**src/rtl/q2e_pkg.sv**
```systemverilog
package q2e_pkg;

   // working scale: 30 fraction bits, headroom for CORDIC gain on |v| up to about 5
   localparam int WFRAC      = 30;
   localparam int WORK_W     = 40;
   localparam int PROD_W     = 32;
   localparam int ROOT_W     = 62;
   localparam int SQRT_STEPS = 31;
   localparam int Q13_SHIFT  = 17;
   localparam int ATAN_DEPTH = 32;

   localparam logic signed [WORK_W-1:0] ONE_W      = 40'sd1073741824;
   localparam logic signed [WORK_W-1:0] PI_W       = 40'sd3373259426;
   localparam logic signed [WORK_W-1:0] ROUND_HALF = 40'sd65536;
   localparam logic signed [WORK_W-1:0] PI_Q13     = 40'sd25736;
   localparam logic signed [WORK_W-1:0] HALF_PI_Q13 = 40'sd12868;

   localparam logic [31:0] ATAN_TAB [ATAN_DEPTH] = '{
      32'd843314857, 32'd497837830, 32'd263043837, 32'd133525159, 32'd67021687,
      32'd33543516, 32'd16775851, 32'd8388437, 32'd4194283, 32'd2097149,
      32'd1048576, 32'd524288, 32'd262144, 32'd131072, 32'd65536, 32'd32768,
      32'd16384, 32'd8192, 32'd4096, 32'd2048, 32'd1024, 32'd512, 32'd256,
      32'd128, 32'd64, 32'd32, 32'd16, 32'd8, 32'd4, 32'd2, 32'd1, 32'd0
   };

   typedef struct packed {
      logic                     valid;
      logic signed [WORK_W-1:0] roll_x;
      logic signed [WORK_W-1:0] roll_y;
      logic signed [WORK_W-1:0] roll_z;
      logic signed [WORK_W-1:0] yaw_x;
      logic signed [WORK_W-1:0] yaw_y;
      logic signed [WORK_W-1:0] yaw_z;
      logic signed [WORK_W-1:0] pit_x;
      logic signed [WORK_W-1:0] pit_y;
      logic signed [WORK_W-1:0] pit_z;
      logic [ROOT_W-1:0]        rad_v;
      logic [ROOT_W-1:0]        rad_r;
      logic                     clamped;
      logic                     clamp_neg;
   } work_type;

endpackage

```
**src/rtl/q2e_finish.sv**
```systemverilog
module q2e_finish (
   input  logic                clock,
   input  logic                reset,
   input  logic                advance,
   input  q2e_pkg::work_type   work_in_d,
   output logic                rsp_valid,
   output logic signed [15:0]  rsp_roll_angle,
   output logic signed [14:0]  rsp_pitch_angle,
   output logic signed [15:0]  rsp_yaw_angle,
   output logic                rsp_pitch_clamped
);

   localparam int W = q2e_pkg::WORK_W;

   logic               valid_ff;
   logic signed [15:0] roll_ff, roll_in, yaw_ff, yaw_in;
   logic signed [14:0] pitch_ff, pitch_in;
   logic               clamp_ff;

   // round half up to 13 fraction bits, then saturate
   function automatic logic signed [W-1:0] to_q13(input logic signed [W-1:0] a,
                                                  input logic signed [W-1:0] lim);
      logic signed [W-1:0] r;
      r = (a + q2e_pkg::ROUND_HALF) >>> q2e_pkg::Q13_SHIFT;
      if (r > lim) r = lim;
      if (r < -lim) r = -lim;
      return r;
   endfunction

   logic signed [W-1:0] roll_w, yaw_w, pitch_w;

   always_comb begin
      roll_w = to_q13(work_in_d.roll_z, q2e_pkg::PI_Q13);
      yaw_w  = to_q13(work_in_d.yaw_z, q2e_pkg::PI_Q13);
      if (work_in_d.clamped) begin
         pitch_w = work_in_d.clamp_neg ? -q2e_pkg::HALF_PI_Q13 : q2e_pkg::HALF_PI_Q13;
      end else begin
         pitch_w = to_q13(work_in_d.pit_z, q2e_pkg::HALF_PI_Q13);
      end
      roll_in  = roll_w[15:0];
      yaw_in   = yaw_w[15:0];
      pitch_in = pitch_w[14:0];
   end

   always_ff @(posedge clock) begin
      if (reset) begin
         valid_ff <= 1'b0;
      end else if (advance) begin
         valid_ff <= work_in_d.valid;
      end
   end

   always_ff @(posedge clock) begin
      if (advance) begin
         roll_ff  <= roll_in;
         yaw_ff   <= yaw_in;
         pitch_ff <= pitch_in;
         clamp_ff <= work_in_d.clamped;
      end
   end

   assign rsp_valid         = valid_ff;
   assign rsp_roll_angle    = roll_ff;
   assign rsp_pitch_angle   = pitch_ff;
   assign rsp_yaw_angle     = yaw_ff;
   assign rsp_pitch_clamped = clamp_ff;

endmodule

```
**config.mk**
```make
export PLATFORM = sky130hd
export DESIGN_NAME = q2e_finish
export DESIGN_NICKNAME = d
export VERILOG_FILES = /design/src/rtl/q2e_pkg.sv /design/src/rtl/q2e_finish.sv
export SDC_FILE = /design/constraint.sdc
export NUM_CORES = 1
export LEC_CHECK = 0
export BUFFER_PORTS_ARGS = -buffer_cell sky130_fd_sc_hd__buf_2
export CORE_AREA = 2 2 210 212
export CTS_CLUSTER_SIZE = 16
export DETAILED_ROUTE_END_ITERATION = 7
export DIE_AREA = 0 0 212 214
export PLACE_DENSITY = 0.36
export SYNTH_ARGS = -nofsm -noshare
export SYNTH_HDL_FRONTEND = slang
export SYNTH_SLANG_ARGS = --single-unit
```
**constraint.sdc**
```tcl
create_clock -name clock -period 3.6 [get_ports clock]
set_clock_uncertainty 0.2 [all_clocks]
set_input_delay 0 -clock clock [delete_from_list [all_inputs] [get_ports clock]]
set_output_delay 0 -clock clock [all_outputs]
set_load 0.01 [all_outputs]
```
* Yosys cells after proc, flatten, opt, wreduce, memory -nomap -nowiden
Cells that the tools add are included.
Storage, ports and cells: output and inout bits 49, logic and storage cells 21, register bits 49
Operators by class: order comparisons 6, add/subtract/negate cells 3, multiplexer cells 7
Operators with widths (count):
- two-way mux 40 bit | 4
- adder 40 x 18 -> 40 bit, second input constant | 3
- < comparator 40 x 16 -> 1 bit, second input constant | 2
- greater-than comparator 23 x 16 -> 1 bit, second input constant | 2
- two-way mux 15 bit | 3
- < comparator 40 x 15 -> 1 bit, second input constant | 1
- greater-than comparator 23 x 15 -> 1 bit, second input constant | 1

* Depth between registers and ports, before layout
Gate-level depths: netlist of the first run.
depth after elaboration 7, mapped depth 12

* Worst setup path before layout of the first run
No wires, ideal clock.
path type input port to flip-flop, from in work_in_d[142] (netlist bit), to reg pitch_ff[9], in the netlist rsp_pitch_angle[9], data pin, path buffers 2, cell stages on the path 11, setup time 0.259 ns, data arrival time 2.249 ns, path slack 0.892 ns, path through ha_1 clkbuf_1 nand3_1 nor4_1 o21ai_0 a2111oi_2 a31o_1 a311oi_1 or3_1 buf_2 o31a_1
Between the ends: longest elaborated chain between the ends 7
RTL lines:
- start, declared | line q2e_finish.sv:5 | input q2e_pkg::work_type work_in_d,
- adder 40 x 18 -> 40 bit (*) | line q2e_finish.sv:24 | r = (a + q2e_pkg::ROUND_HALF) >>> q2e_pkg::Q13_SHIFT;
- greater-than comparator 23 x 15 -> 1 bit | line q2e_finish.sv:25 | if (r > lim) r = lim;
- two-way mux 40 bit (*) | line q2e_finish.sv:25
- two-way mux 40 bit (*) | line q2e_finish.sv:35 | if (work_in_d.clamped) begin
- < comparator 40 x 15 -> 1 bit | line q2e_finish.sv:26 | if (r < -lim) r = -lim;
- two-way mux 15 bit (*) | line q2e_finish.sv:26
- two-way mux 15 bit (*) | line q2e_finish.sv:35
- net pitch_w[9] | line q2e_finish.sv:30 | logic signed [W-1:0] roll_w, yaw_w, pitch_w;
- end signal, assigned | line q2e_finish.sv:57 | pitch_ff <= pitch_in;
- end, declared | line q2e_finish.sv:17 | logic signed [14:0] pitch_ff, pitch_in;
Mark *: on every way through the listed nets, which the timed path passes. The rest lies on a longest branch. The select of a mux whose other input is x is not followed. A chain may end at the register's enable or synchronous reset.

* Worst setup path in the final report of the first run
from in work_in_d[384] (netlist bit), to reg roll_ff[3], in the netlist rsp_roll_angle[3], data pin
Between the ends: longest elaborated chain between the ends 4
RTL lines:
- adder 40 x 18 -> 40 bit (*) | line q2e_finish.sv:24
- greater-than comparator 23 x 16 -> 1 bit | line q2e_finish.sv:25
- two-way mux 40 bit (*) | line q2e_finish.sv:25
- < comparator 40 x 16 -> 1 bit | line q2e_finish.sv:26
- end signal, assigned | line q2e_finish.sv:55 | roll_ff <= roll_in;
- end, declared | line q2e_finish.sv:16 | logic signed [15:0] roll_ff, roll_in, yaw_ff, yaw_in;
Mark *: on every way between the ends. The rest lies on a longest branch, timed or not.

==> run_summary.xml, run 1 <==
<?xml version="1.0" encoding="UTF-8"?>
<metrics>
  <group name="timing">
    <metric name="max_slew_margin" unit="">0.482</metric>
    <metric name="max_clock_freq" unit="MHz">302</metric>
    <metric name="rsz_0062_raised_after_global_routing" unit="">false</metric>
    <metric name="slew_violations" unit="">0</metric>
    <metric name="post-route-min-period" unit="ns">3.31</metric>
    <metric name="tightest_slew" unit="ns">0.777</metric>
    <metric name="setup_violations" unit="">0</metric>
    <metric name="fin_hold_ws" unit="ns">0.0110</metric>
    <metric name="setup_slack" unit="ns">0.285</metric>
    <metric name="finalHoldViolCount" unit="">0</metric>
    <metric name="setup_tns" unit="ns">0</metric>
    <metric name="period_share" unit="">0.921</metric>
  </group>
  <group name="logic_synthesis">
    <metric name="synth_top_area_cell" unit="">sky130_fd_sc_hd__edfxtp_1</metric>
    <metric name="synth_common_cells" unit="">sky130_fd_sc_hd__nand2_1, sky130_fd_sc_hd__edfxtp_1, sky130_fd_sc_hd__a21oi_1, sky130_fd_sc_hd__nor2_1, sky130_fd_sc_hd__nand3_1</metric>
    <metric name="yosysWarnings" unit="">0</metric>
    <metric name="synth_largest_type_area_fraction" unit="">0.298</metric>
    <metric name="yosysSeqAreaShare" unit="">0.302</metric>
    <metric name="synth.cell_area" unit="sq um">4840</metric>
    <metric name="yosys_reg_bits" unit="">49</metric>
    <metric name="synth_async_sr_flop_share" unit="">0</metric>
    <metric name="mappedNetlistNets" unit="">1089</metric>
    <metric name="post_synthesis_instance_total" unit="">596</metric>
    <metric name="post_synth_main_area_contributors" unit="">sky130_fd_sc_hd__edfxtp_1, sky130_fd_sc_hd__xnor2_1, sky130_fd_sc_hd__nand2_1, sky130_fd_sc_hd__a21oi_1, sky130_fd_sc_hd__xor2_1</metric>
    <metric name="synth_edf_count" unit="">48</metric>
    <metric name="yosys_most_used_dff" unit="">sky130_fd_sc_hd__edfxtp_1</metric>
    <metric name="synth.most_common_cell" unit="">sky130_fd_sc_hd__nand2_1</metric>
    <metric name="syn_avg_cell_area" unit="sq um">8.12</metric>
    <metric name="synth.distinct_cells" unit="">73</metric>
  </group>
  <group name="global_routing">
    <metric name="maximum_number_of_pins_on_one_net_before_global_route_repair" unit="">29</metric>
    <metric name="wire_length_of_the_first_global_routing_pass" unit="um">29000</metric>
    <metric name="groute.usage.overall" unit="">0.0825</metric>
    <metric name="grt_pass1_vias" unit="">4812</metric>
    <metric name="grt_antenna_before_repair" unit="">7</metric>
    <metric name="global_route.overflow_total" unit="">0</metric>
  </group>
  <group name="pwr">
    <metric name="clkPwrFrac" unit="">0.294</metric>
    <metric name="totalPowerFinal" unit="mW">1.61</metric>
    <metric name="powerDensity" unit="nW/um^2">253</metric>
    <metric name="p_leak" unit="nW">2.14</metric>
    <metric name="cell_internal_pwr" unit="mW">1.10</metric>
    <metric name="power.sequential.fraction" unit="">0.435</metric>
    <metric name="switchingPower" unit="mW">0.513</metric>
    <metric name="vdd_drop_max" unit="mV">0.135</metric>
    <metric name="pwr-share-comb" unit="">0.272</metric>
    <metric name="sw_frac_of_total" unit="">0.318</metric>
  </group>
  <group name="floorplan">
    <metric name="initial_core_util" unit="">0.113</metric>
    <metric name="x_dimension_of_the_die" unit="um">212</metric>
    <metric name="floorplan.die_area" unit="sq um">45400</metric>
    <metric name="boundaryPins" unit="">539</metric>
    <metric name="core-area" unit="sq um">42900</metric>
    <metric name="chipHeight" unit="um">214</metric>
    <metric name="placement_rows" unit="">76</metric>
  </group>
  <group name="place">
    <metric name="port_buffers" unit="">126</metric>
    <metric name="cell_count_after_placement" unit="">1276</metric>
    <metric name="gpl.final_weighted_congestion" unit="">0.771</metric>
    <metric name="hpwl_dp" unit="um">15900</metric>
    <metric name="worst_slack_at_placement" unit="ns">0.432</metric>
    <metric name="postPlaceCellArea" unit="sq um">6120</metric>
  </group>
  <group name="cells_and_area">
    <metric name="post_layout_nonfiller_instances" unit="">1298</metric>
    <metric name="final.fill_count" unit="">4949</metric>
    <metric name="postLayoutCellArea" unit="sq um">6380</metric>
    <metric name="fin_util" unit="">0.149</metric>
    <metric name="drive_gt1_frac" unit="">0.240</metric>
    <metric name="areaGrowthSynthToFinish" unit="%">31.7</metric>
    <metric name="numnets_final" unit="">1201</metric>
  </group>
  <group name="critical_path">
    <metric name="endpoint_kind" unit="">flip-flop</metric>
    <metric name="worstSetupPathType" unit="">in2reg</metric>
    <metric name="critical_path.startpoint_type" unit="">input port</metric>
    <metric name="critical_path_required" unit="ns">3.44</metric>
    <metric name="worstPathMaxFanout" unit="">10</metric>
    <metric name="worstPathArrival" unit="ns">3.16</metric>
  </group>
  <group name="detailed_routing">
    <metric name="drt_iter0_drc" unit="">335</metric>
    <metric name="drtPass1Iterations" unit="">5</metric>
    <metric name="num_vias" unit="">5104</metric>
    <metric name="drc" unit="">0</metric>
    <metric name="postRouteAntennaNets" unit="">0</metric>
    <metric name="avgRoutedWirePerCell" unit="um">14.9</metric>
    <metric name="route.final.wire_length" unit="um">19400</metric>
    <metric name="viasPerCell" unit="">3.93</metric>
  </group>
  <group name="clock_tree">
    <metric name="clk_pin_slew" unit="ns">0.08</metric>
    <metric name="cts_tree" unit="">yes</metric>
    <metric name="tritoncts_num_sinks" unit="">49</metric>
    <metric name="cts_max_level" unit="">2</metric>
    <metric name="clock_root_buffer" unit="">sky130_fd_sc_hd__clkbuf_16</metric>
    <metric name="insertion_delay" unit="ns">0.29</metric>
    <metric name="tritoncts.num_buffers" unit="">5</metric>
    <metric name="cts.path.max_buffers" unit="">2</metric>
  </group>
  <group name="job">
    <metric name="max_cap_viol_count" unit="">0</metric>
  </group>
  <group name="status">
    <metric name="run_status" unit="">finished, final reports clean</metric>
  </group>
  <group name="min_path">
    <metric name="holdCritPathClass" unit="">in2reg</metric>
  </group>
</metrics>
## timing repair
| item | 4_1_cts | 5_1_grt |
|---|---|---|
| hold buffers | 10 | 0 |
| setup buffers | 0 | 0 |
| hold endpoints to repair | 9 | 0 |
| gates resized for setup | 0 | 1 |
| setup endpoints to repair | 0 | 3 |
## layout by cell type (no fill, tap or decap), drive strengths merged, types with 6 or more instances in the layout
cell type    netlist  layout
inv               15      15
nor4              20      20
o21ai             19      19
a21oi             39      39
and2               6       6
a21boi             7       7
nor2b              9       9
dlygate4sd3        0      10
a21o              10      10
and4               7       7
a31oi             10      10
and3              13      13
or3                6       6
nand4             25      25
edfxtp            48      48
o211ai             7       7
nand2             54      54
xor2              22      22
buf               19     144
nor2              39      39
nand3             36      36
xnor2             32      32
nor3              23      23
o21a               6       6
## flip-flops by register name, indices dropped and copies added, names as in the netlist
name	flops
rsp_pitch_angle	15
rsp_pitch_clamped	1
rsp_roll_angle	16
rsp_valid	1
rsp_yaw_angle	16
## cell families after synthesis
group / synth area share
fa+ha+maj: 0.00776
compound gates: 0.213
flops: 0.302
buf+inv: 0.0571
simple gates: 0.308
xor+xnor: 0.0977
mux: 0.0150
## cell type report
cell class	count	area, sq um	area share
Antenna cell	4	10.0	0.00157
Sequential cell	49	1460	0.229
Clock inverter	3	17.5	0.00275
Tap cell	585	732	0.115
Multi-Input combinational cell	483	3110	0.487
Inverter	15	56.3	0.00883
Clock buffer	5	125	0.0196
Timing Repair Buffer	154	866	0.136
## metal layers
layer / part of all wire / track usage / routed length [um]
met1: 0.47 / 0.113 / 9080
met2: 0.45 / 0.133 / 8780
met3: 0.071 / 0.0232 / 1390
met4: 0.0054 / 0.00869 / 105
met5: 0.0017 / 0 / 33
## power by group through the flow
stage	logic, mW	clock network, mW	registers (mW)
2_1_floorplan	0.215	0	0.731
3_3_place_gp	0.432	0	0.719
3_5_place_dp	0.432	0	0.718
4_1_cts	0.443	0.506	0.706
5_1_grt	0.487	0.526	0.707
6_report	0.438	0.474	0.701
## critical path: stages
cell,delay (ns)
sky130_fd_sc_hd__dlygate4sd3_1,0.57
sky130_fd_sc_hd__buf_2,0.23
sky130_fd_sc_hd__nand4_1,0.31
sky130_fd_sc_hd__nor4_2,0.30
sky130_fd_sc_hd__mux2_2,0.37
sky130_fd_sc_hd__o2bb2ai_1,0.22
sky130_fd_sc_hd__nor4bb_1,0.43
sky130_fd_sc_hd__o211ai_1,0.29
sky130_fd_sc_hd__a2bb2oi_2,0.25
sky130_fd_sc_hd__nand2b_1,0.18
## worst paths after layout
kind | startpoint | end | slack, ns | cells after the start
max reg2reg | rsp_valid | rsp_valid | 2.25 | 3
min reg2reg | rsp_valid | rsp_valid | 0.86 | 3
max | work_in_d[384] | rsp_roll_angle[3] | 0.29 | 10
min | work_in_d[394] | rsp_roll_angle[11] | 0.01 | 3
Note: power is estimated with default switching activity, not from simulation.
==> run 2: changes to the inputs <==
Settings changed: ABC_AREA set to 1, CORE_AREA 2 2 210 212 to 2 2 212 214, DIE_AREA 0 0 212 214 to 0 0 214 216, PLACE_DENSITY 0.36 to 0.34.
==> run 2 against run 1 <==
Setup slack better by 0.32 ns. Sequential cell count stayed put. Clock power is 11% higher.
==> run_summary.xml, run 2 <==
<?xml version="1.0" encoding="UTF-8"?>
<metrics>
  <group name="status">
    <metric name="run_status" unit="">finished, final reports clean</metric>
  </group>
  <group name="clock_tree">
    <metric name="clock_root_buffer" unit="">sky130_fd_sc_hd__clkbuf_16</metric>
    <metric name="tritoncts.num_buffers" unit="">5</metric>
    <metric name="cts_tree" unit="">yes</metric>
    <metric name="postCtsSetupBuffers" unit="">0</metric>
    <metric name="cts.path.max_buffers" unit="">2</metric>
    <metric name="tritoncts_num_sinks" unit="">49</metric>
    <metric name="clk_pin_slew" unit="ns">0.07</metric>
    <metric name="insertion_delay" unit="ns">0.30</metric>
    <metric name="cts_max_level" unit="">2</metric>
  </group>
  <group name="critical_path">
    <metric name="worstSetupPathType" unit="">in2reg</metric>
    <metric name="worstPathArrival" unit="ns">2.84</metric>
    <metric name="worstPathMaxFanout" unit="">13</metric>
    <metric name="endpoint_kind" unit="">flip-flop</metric>
    <metric name="critical_path.startpoint_type" unit="">input port</metric>
    <metric name="critical_path_required" unit="ns">3.45</metric>
    <metric name="r2r_slack" unit="ns">2.25</metric>
  </group>
  <group name="floorplan">
    <metric name="initial_core_util" unit="">0.0945</metric>
    <metric name="boundaryPins" unit="">539</metric>
    <metric name="x_dimension_of_the_die" unit="um">214</metric>
    <metric name="placement_rows" unit="">77</metric>
    <metric name="core-area" unit="sq um">43800</metric>
    <metric name="chipHeight" unit="um">216</metric>
    <metric name="floorplan.die_area" unit="sq um">46200</metric>
  </group>
  <group name="place">
    <metric name="hpwl_dp" unit="um">12400</metric>
    <metric name="gpl.final_weighted_congestion" unit="">0.809</metric>
    <metric name="port_buffers" unit="">126</metric>
  </group>
  <group name="detailed_routing">
    <metric name="viasPerCell" unit="">3.07</metric>
    <metric name="postRouteAntennaNets" unit="">0</metric>
    <metric name="route.final.wire_length" unit="um">14500</metric>
    <metric name="drtPass1Iterations" unit="">4</metric>
    <metric name="drt_iter0_drc" unit="">190</metric>
    <metric name="num_vias" unit="">4087</metric>
    <metric name="avgRoutedWirePerCell" unit="um">10.9</metric>
    <metric name="drc" unit="">0</metric>
  </group>
  <group name="pwr">
    <metric name="totalPowerFinal" unit="mW">1.62</metric>
    <metric name="p_leak" unit="nW">2.55</metric>
    <metric name="sw_frac_of_total" unit="">0.313</metric>
    <metric name="clkPwrFrac" unit="">0.326</metric>
    <metric name="cell_internal_pwr" unit="mW">1.11</metric>
    <metric name="powerDensity" unit="nW/um^2">277</metric>
    <metric name="switchingPower" unit="mW">0.507</metric>
    <metric name="vdd_drop_max" unit="mV">0.170</metric>
    <metric name="power.sequential.fraction" unit="">0.435</metric>
    <metric name="pwr-share-comb" unit="">0.240</metric>
  </group>
  <group name="cells_and_area">
    <metric name="areaGrowthSynthToFinish" unit="%">41.1</metric>
    <metric name="multi_input_area" unit="sq um">2380</metric>
    <metric name="final.fill_count" unit="">5134</metric>
    <metric name="drive_gt1_frac" unit="">0.240</metric>
    <metric name="numnets_final" unit="">1230</metric>
    <metric name="area.sequential" unit="sq um">1460</metric>
    <metric name="final_common_cell" unit="">sky130_fd_sc_hd__nand2_1</metric>
    <metric name="commonest_cells_after_routing_fill_and_taps_aside" unit="">sky130_fd_sc_hd__nand2_1, sky130_fd_sc_hd__buf_2, sky130_fd_sc_hd__inv_1</metric>
    <metric name="fin_util" unit="">0.133</metric>
  </group>
  <group name="timing">
    <metric name="post-route-min-period" unit="ns">2.99</metric>
    <metric name="rsz_0062_raised_after_global_routing" unit="">false</metric>
    <metric name="period_share" unit="">0.831</metric>
    <metric name="setup_tns" unit="ns">0</metric>
    <metric name="slew_violations" unit="">0</metric>
    <metric name="max_slew_margin" unit="">0.548</metric>
    <metric name="fin_hold_ws" unit="ns">0.00983</metric>
    <metric name="tightest_slew" unit="ns">0.678</metric>
    <metric name="setup_violations" unit="">0</metric>
    <metric name="finalHoldViolCount" unit="">0</metric>
    <metric name="max_clock_freq" unit="MHz">334</metric>
  </group>
  <group name="min_path">
    <metric name="holdCritPathClass" unit="">in2reg</metric>
  </group>
  <group name="logic_synthesis">
    <metric name="synth.cell_area" unit="sq um">4140</metric>
    <metric name="mappedNetlistNets" unit="">1081</metric>
    <metric name="yosysSeqAreaShare" unit="">0.353</metric>
    <metric name="synth_common_cells" unit="">sky130_fd_sc_hd__nand2_1, sky130_fd_sc_hd__inv_1, sky130_fd_sc_hd__nor2_1, sky130_fd_sc_hd__edfxtp_1, sky130_fd_sc_hd__nand3_1</metric>
    <metric name="synth_top_area_cell" unit="">sky130_fd_sc_hd__edfxtp_1</metric>
    <metric name="synth.most_common_cell" unit="">sky130_fd_sc_hd__nand2_1</metric>
    <metric name="synth_edf_count" unit="">48</metric>
    <metric name="synth_async_sr_flop_share" unit="">0</metric>
    <metric name="post_synthesis_instance_total" unit="">588</metric>
    <metric name="post_synth_main_area_contributors" unit="">sky130_fd_sc_hd__edfxtp_1, sky130_fd_sc_hd__nand2_1, sky130_fd_sc_hd__inv_1, sky130_fd_sc_hd__xor2_1, sky130_fd_sc_hd__nor2_1</metric>
    <metric name="yosys_most_used_dff" unit="">sky130_fd_sc_hd__edfxtp_1</metric>
    <metric name="syn_avg_cell_area" unit="sq um">7.05</metric>
    <metric name="synth.distinct_cells" unit="">32</metric>
    <metric name="synth_largest_type_area_fraction" unit="">0.348</metric>
    <metric name="yosys_reg_bits" unit="">49</metric>
    <metric name="yosysWarnings" unit="">0</metric>
  </group>
  <group name="global_routing">
    <metric name="groute.usage.overall" unit="">0.0625</metric>
    <metric name="grt_antenna_before_repair" unit="">2</metric>
    <metric name="maximum_number_of_pins_on_one_net_before_global_route_repair" unit="">26</metric>
    <metric name="grt_pass1_vias" unit="">3922</metric>
    <metric name="wire_length_of_the_first_global_routing_pass" unit="um">22500</metric>
    <metric name="global_route.overflow_total" unit="">0</metric>
  </group>
  <group name="job">
    <metric name="max_cap_viol_count" unit="">0</metric>
  </group>
</metrics>
run 2: cell types whose count changed after synthesis, moves of 12 or more:
cell / change
sky130_fd_sc_hd__a21oi_1: -28
sky130_fd_sc_hd__and3_1: -13
sky130_fd_sc_hd__buf_2: -14
sky130_fd_sc_hd__clkbuf_1: -28
sky130_fd_sc_hd__inv_1: +58
sky130_fd_sc_hd__nand2_1: +143
sky130_fd_sc_hd__nand2_2: +13
sky130_fd_sc_hd__nor2_1: +29
sky130_fd_sc_hd__nor2_2: +12
sky130_fd_sc_hd__nor3_1: -13
sky130_fd_sc_hd__nor4_1: -18
sky130_fd_sc_hd__xnor2_1: -13
run 2: cells by family after synthesis:
group           count (synthesis)  share of synthesized area
simple gates                  380                      0.415
buf+inv                        77                     0.0728
xor+xnor                       50                      0.110
flops                          49                      0.353
compound gates                 28                     0.0378
fa+ha+maj                       3                    0.00906
mux                             1                    0.00242
run 2: worst paths after layout:
kind                        from                  to  depth (start not counted)
setup / recovery  work_in_d[143]  rsp_pitch_angle[7]                         20
hold / removal    work_in_d[269]    rsp_yaw_angle[6]                          4
setup reg to reg       rsp_valid           rsp_valid                          3
hold reg to reg        rsp_valid           rsp_valid                          3
run 2: per-layer routing:
layer	GRT usage	part of all wire
met5	0	0
met4	0.0124	0.0091
met3	0.0173	0.077
met2	0.0950	0.42
met1	0.0878	0.49
run 2: stage by stage:
stage / area [sq um] / std cells / setup slack, ns
2_1_floorplan: 4140 / 588 / 1.40
3_3_place_gp: 5490 / 1303 / 0.752
3_5_place_dp: 5490 / 1303 / 0.784
4_1_cts: 5840 / 1330 / 0.597
5_1_grt: 5840 / 1330 / 0.273
6_report: 5850 / 1332 / 0.608
run 2: worst max-delay path, cell delays in order:
cell and delay (ns):
sky130_fd_sc_hd__dlygate4sd3_1 0.51, sky130_fd_sc_hd__buf_2 0.13, sky130_fd_sc_hd__ha_1 0.22, sky130_fd_sc_hd__nand2_2 0.09, sky130_fd_sc_hd__nor2_4 0.15, sky130_fd_sc_hd__nand2_2 0.11, sky130_fd_sc_hd__nor2_4 0.16, sky130_fd_sc_hd__nand2_1 0.08
sky130_fd_sc_hd__xor2_1 0.23, sky130_fd_sc_hd__inv_1 0.10, sky130_fd_sc_hd__nor2_1 0.09, sky130_fd_sc_hd__nand3_1 0.08, sky130_fd_sc_hd__nand2_1 0.07, sky130_fd_sc_hd__nand2_1 0.07, sky130_fd_sc_hd__nand2_2 0.21, sky130_fd_sc_hd__nand3_2 0.10
sky130_fd_sc_hd__nand2_2 0.22, sky130_fd_sc_hd__nand2_1 0.08, sky130_fd_sc_hd__nand2_1 0.06, sky130_fd_sc_hd__nand2_1 0.06
run 2: what timing repair did:
action / 4_1_cts / 5_1_grt
hold buffers: 19 / 0
resized for setup: 0 / 0
hold endpoints to repair: 27 / 0
run 2: power by group through the flow:
stage                     clock (mW)  combinational (mW)  sequential [mW]
after floorplan                    0               0.167            0.734
after global placement             0               0.379            0.721
final                          0.526               0.388            0.702
after global routing           0.573               0.443            0.709
after detailed placement           0               0.378            0.719
after CTS                      0.565               0.397            0.707
run 2: layout make-up:
| cell class | count | area share |
|---|---|---|
| diodes | 2 | 0.000856 |
| well taps | 592 | 0.127 |
| clock inverters | 2 | 0.00300 |
| inverters | 73 | 0.0469 |
| clock buffers | 6 | 0.0238 |
| flip-flops and latches | 49 | 0.250 |
| repair buffers | 146 | 0.142 |
| multi-input cells | 462 | 0.407 |
==> run 3: changes to the inputs <==
Settings changed: CORE_AREA 2 2 212 214 to 2 2 207 209, DIE_AREA 0 0 214 216 to 0 0 209 211, PLACE_DENSITY 0.34 to 0.36.
Clock period 3.6 ns to 2.7 ns, I/O delays scaled along.
==> run 3 against run 2 <==
Global-route usage grew 0.42 points. Critical path type unchanged. Largest power group unchanged. Sequential share of layout area shrank 0.55 points. Via count grew 0.39%. Non-clock buffer count grew 11. Clock power grew 24%. Routed wire length grew 1.9%. Utilization grew 0.98 points.
==> run_summary.xml, run 3 (same netlist as run 2, synthesis figures left out) <==
<?xml version="1.0" encoding="UTF-8"?>
<metrics>
  <group name="clock_tree">
    <metric name="tritoncts.num_buffers" unit="">5</metric>
    <metric name="clock_root_buffer" unit="">sky130_fd_sc_hd__clkbuf_16</metric>
    <metric name="tritoncts_num_sinks" unit="">49</metric>
    <metric name="cts_max_level" unit="">2</metric>
    <metric name="cts.path.max_buffers" unit="">2</metric>
    <metric name="cts_tree" unit="">yes</metric>
    <metric name="insertion_delay" unit="ns">0.30</metric>
    <metric name="clk_pin_slew" unit="ns">0.07</metric>
  </group>
  <group name="pwr">
    <metric name="powerDensity" unit="nW/um^2">356</metric>
    <metric name="vdd_drop_max" unit="mV">0.184</metric>
    <metric name="p_leak" unit="nW">2.64</metric>
    <metric name="switchingPower" unit="mW">0.669</metric>
    <metric name="cell_internal_pwr" unit="mW">1.46</metric>
    <metric name="pwr-share-comb" unit="">0.252</metric>
    <metric name="power.sequential.fraction" unit="">0.442</metric>
    <metric name="clkPwrFrac" unit="">0.306</metric>
    <metric name="sw_frac_of_total" unit="">0.314</metric>
  </group>
  <group name="min_path">
    <metric name="holdCritPathClass" unit="">in2reg</metric>
    <metric name="min-delay-start" unit="">work_in_d[277]</metric>
  </group>
  <group name="floorplan">
    <metric name="chipHeight" unit="um">211</metric>
    <metric name="initial_core_util" unit="">0.0992</metric>
    <metric name="boundaryPins" unit="">539</metric>
    <metric name="core-area" unit="sq um">41800</metric>
    <metric name="placement_rows" unit="">75</metric>
    <metric name="x_dimension_of_the_die" unit="um">209</metric>
    <metric name="floorplan.die_area" unit="sq um">44100</metric>
  </group>
  <group name="critical_path">
    <metric name="endpoint_kind" unit="">flip-flop</metric>
    <metric name="worstPathArrival" unit="ns">2.45</metric>
    <metric name="worstSetupPathType" unit="">in2reg</metric>
    <metric name="critical_path_required" unit="ns">2.65</metric>
    <metric name="worst_r2r_startpoint" unit="">rsp_valid</metric>
    <metric name="worst_setup_path_startpoint" unit="">work_in_d[392]</metric>
    <metric name="critical_path.cell_chain" unit="">dlygate4sd3_1, buf_2, nand2_1, nor3_1, nand2_1, or3_1, xor2_1, inv_1, o21ai_4, nand2_2, nor2_1</metric>
    <metric name="worstPathMaxFanout" unit="">5</metric>
    <metric name="path_common_cell" unit="">sky130_fd_sc_hd__nand2_1</metric>
    <metric name="timing.critical_path.slowest_stage_cell" unit="">sky130_fd_sc_hd__dlygate4sd3_1</metric>
    <metric name="crit_path_max_incr_delay" unit="ns">0.52</metric>
    <metric name="critical_path.startpoint_type" unit="">input port</metric>
  </group>
  <group name="timing">
    <metric name="setup_tns" unit="ns">0</metric>
    <metric name="tightest_slew" unit="ns">0.632</metric>
    <metric name="slew_violations" unit="">0</metric>
    <metric name="rsz_0062_raised_after_global_routing" unit="">false</metric>
    <metric name="finalHoldViolCount" unit="">0</metric>
    <metric name="max_slew_margin" unit="">0.579</metric>
    <metric name="max_clock_freq" unit="MHz">401</metric>
    <metric name="period_share" unit="">0.924</metric>
    <metric name="setup_violations" unit="">0</metric>
    <metric name="post-route-min-period" unit="ns">2.50</metric>
  </group>
  <group name="status">
    <metric name="run_status" unit="">finished, final reports clean</metric>
  </group>
  <group name="global_routing">
    <metric name="grt_antenna_before_repair" unit="">4</metric>
    <metric name="maximum_number_of_pins_on_one_net_before_global_route_repair" unit="">27</metric>
    <metric name="grt_pass1_vias" unit="">4022</metric>
    <metric name="groute.usage.overall" unit="">0.0667</metric>
    <metric name="wire_length_of_the_first_global_routing_pass" unit="um">22800</metric>
    <metric name="global_route.overflow_total" unit="">0</metric>
  </group>
  <group name="cells_and_area">
    <metric name="areaGrowthSynthToFinish" unit="%">44.3</metric>
    <metric name="final_common_cell" unit="">sky130_fd_sc_hd__nand2_1</metric>
    <metric name="fin_util" unit="">0.143</metric>
    <metric name="commonest_cells_after_routing_fill_and_taps_aside" unit="">sky130_fd_sc_hd__nand2_1, sky130_fd_sc_hd__buf_2, sky130_fd_sc_hd__inv_1</metric>
    <metric name="post_layout_nonfiller_instances" unit="">1291</metric>
    <metric name="drive_gt1_frac" unit="">0.280</metric>
    <metric name="numnets_final" unit="">1242</metric>
  </group>
  <group name="detailed_routing">
    <metric name="viasPerCell" unit="">3.18</metric>
    <metric name="drt_iter0_drc" unit="">158</metric>
    <metric name="postRouteAntennaNets" unit="">0</metric>
    <metric name="drc" unit="">0</metric>
    <metric name="drtPass1Iterations" unit="">6</metric>
    <metric name="avgRoutedWirePerCell" unit="um">11.5</metric>
    <metric name="num_vias" unit="">4103</metric>
    <metric name="route.final.wire_length" unit="um">14800</metric>
  </group>
  <group name="place">
    <metric name="port_buffers" unit="">126</metric>
    <metric name="gpl.final_weighted_congestion" unit="">0.818</metric>
    <metric name="hpwl_dp" unit="um">12800</metric>
    <metric name="cell_count_after_placement" unit="">1259</metric>
  </group>
  <group name="job">
    <metric name="max_cap_viol_count" unit="">0</metric>
  </group>
</metrics>
run 3: through the flow:
stage	power, mW	worst slack (ns)	hold slack, ns	instance area (sq um)
3_3_place_gp	1.48	0.0625	-0.0374	5510
6_report	2.13	0.204	0.0187	5980
5_1_grt	2.28	0.00111	0.0296	5970
2_1_floorplan	1.20	0.498	-0.128	4140
3_5_place_dp	1.48	0.0400	-0.0419	5510
4_1_cts	2.18	0.0260	0.00627	5780
run 3: area by class of cell:
type / count / area [sq um]
fillers: 4839 / 35800
clock buffers: 5 / 125
clock inverters: 3 / 21.3
well taps: 539 / 674
flip-flops and latches: 49 / 1460
inverters: 73 / 274
diodes: 2 / 5.00
multi-input cells: 463 / 2500
repair buffers: 157 / 915
run 3: worst paths after layout:
path | end | slack (ns) | cells past startpoint
min reg2reg | rsp_valid | 0.85 | 3
max reg2reg | rsp_valid | 1.36 | 3
min | rsp_yaw_angle[14] | 0.02 | 5
max | rsp_roll_angle[2] | 0.20 | 11
run 3: timing repair:
item                       4_1_cts  5_1_grt
setup endpoints to repair        0       30
resized for setup                0       28
setup buffers                    0        8
hold endpoints to repair        23        0
hold buffers                    13        0
run 3: power groups by stage:
stage	Combinational, mW	Clock (mW)	Sequential, mW
3_3_place_gp	0.513	0	0.967
2_1_floorplan	0.223	0	0.979
6_report	0.537	0.652	0.941
5_1_grt	0.608	0.719	0.950
3_5_place_dp	0.512	0	0.967
4_1_cts	0.530	0.696	0.950
run 3: routing by layer:
layer | vias up | global-route usage | wire, um
met5 | - | 0 | 10
met4 | 2 | 0.0126 | 99
met3 | 11 | 0.0236 | 1020
met2 | 100 | 0.104 | 6600
met1 | 1792 | 0.0889 | 7090
li1 | 2198 | - | -
run 3: critical path: cells and delay by family:
family                    cells  cell delay [ns]
AOI/OAI and AO/OA             1             0.15
xor gates and xnor gates      1             0.34
buffers and inverters         3             0.94
and+or+nand+nor               6             1.02
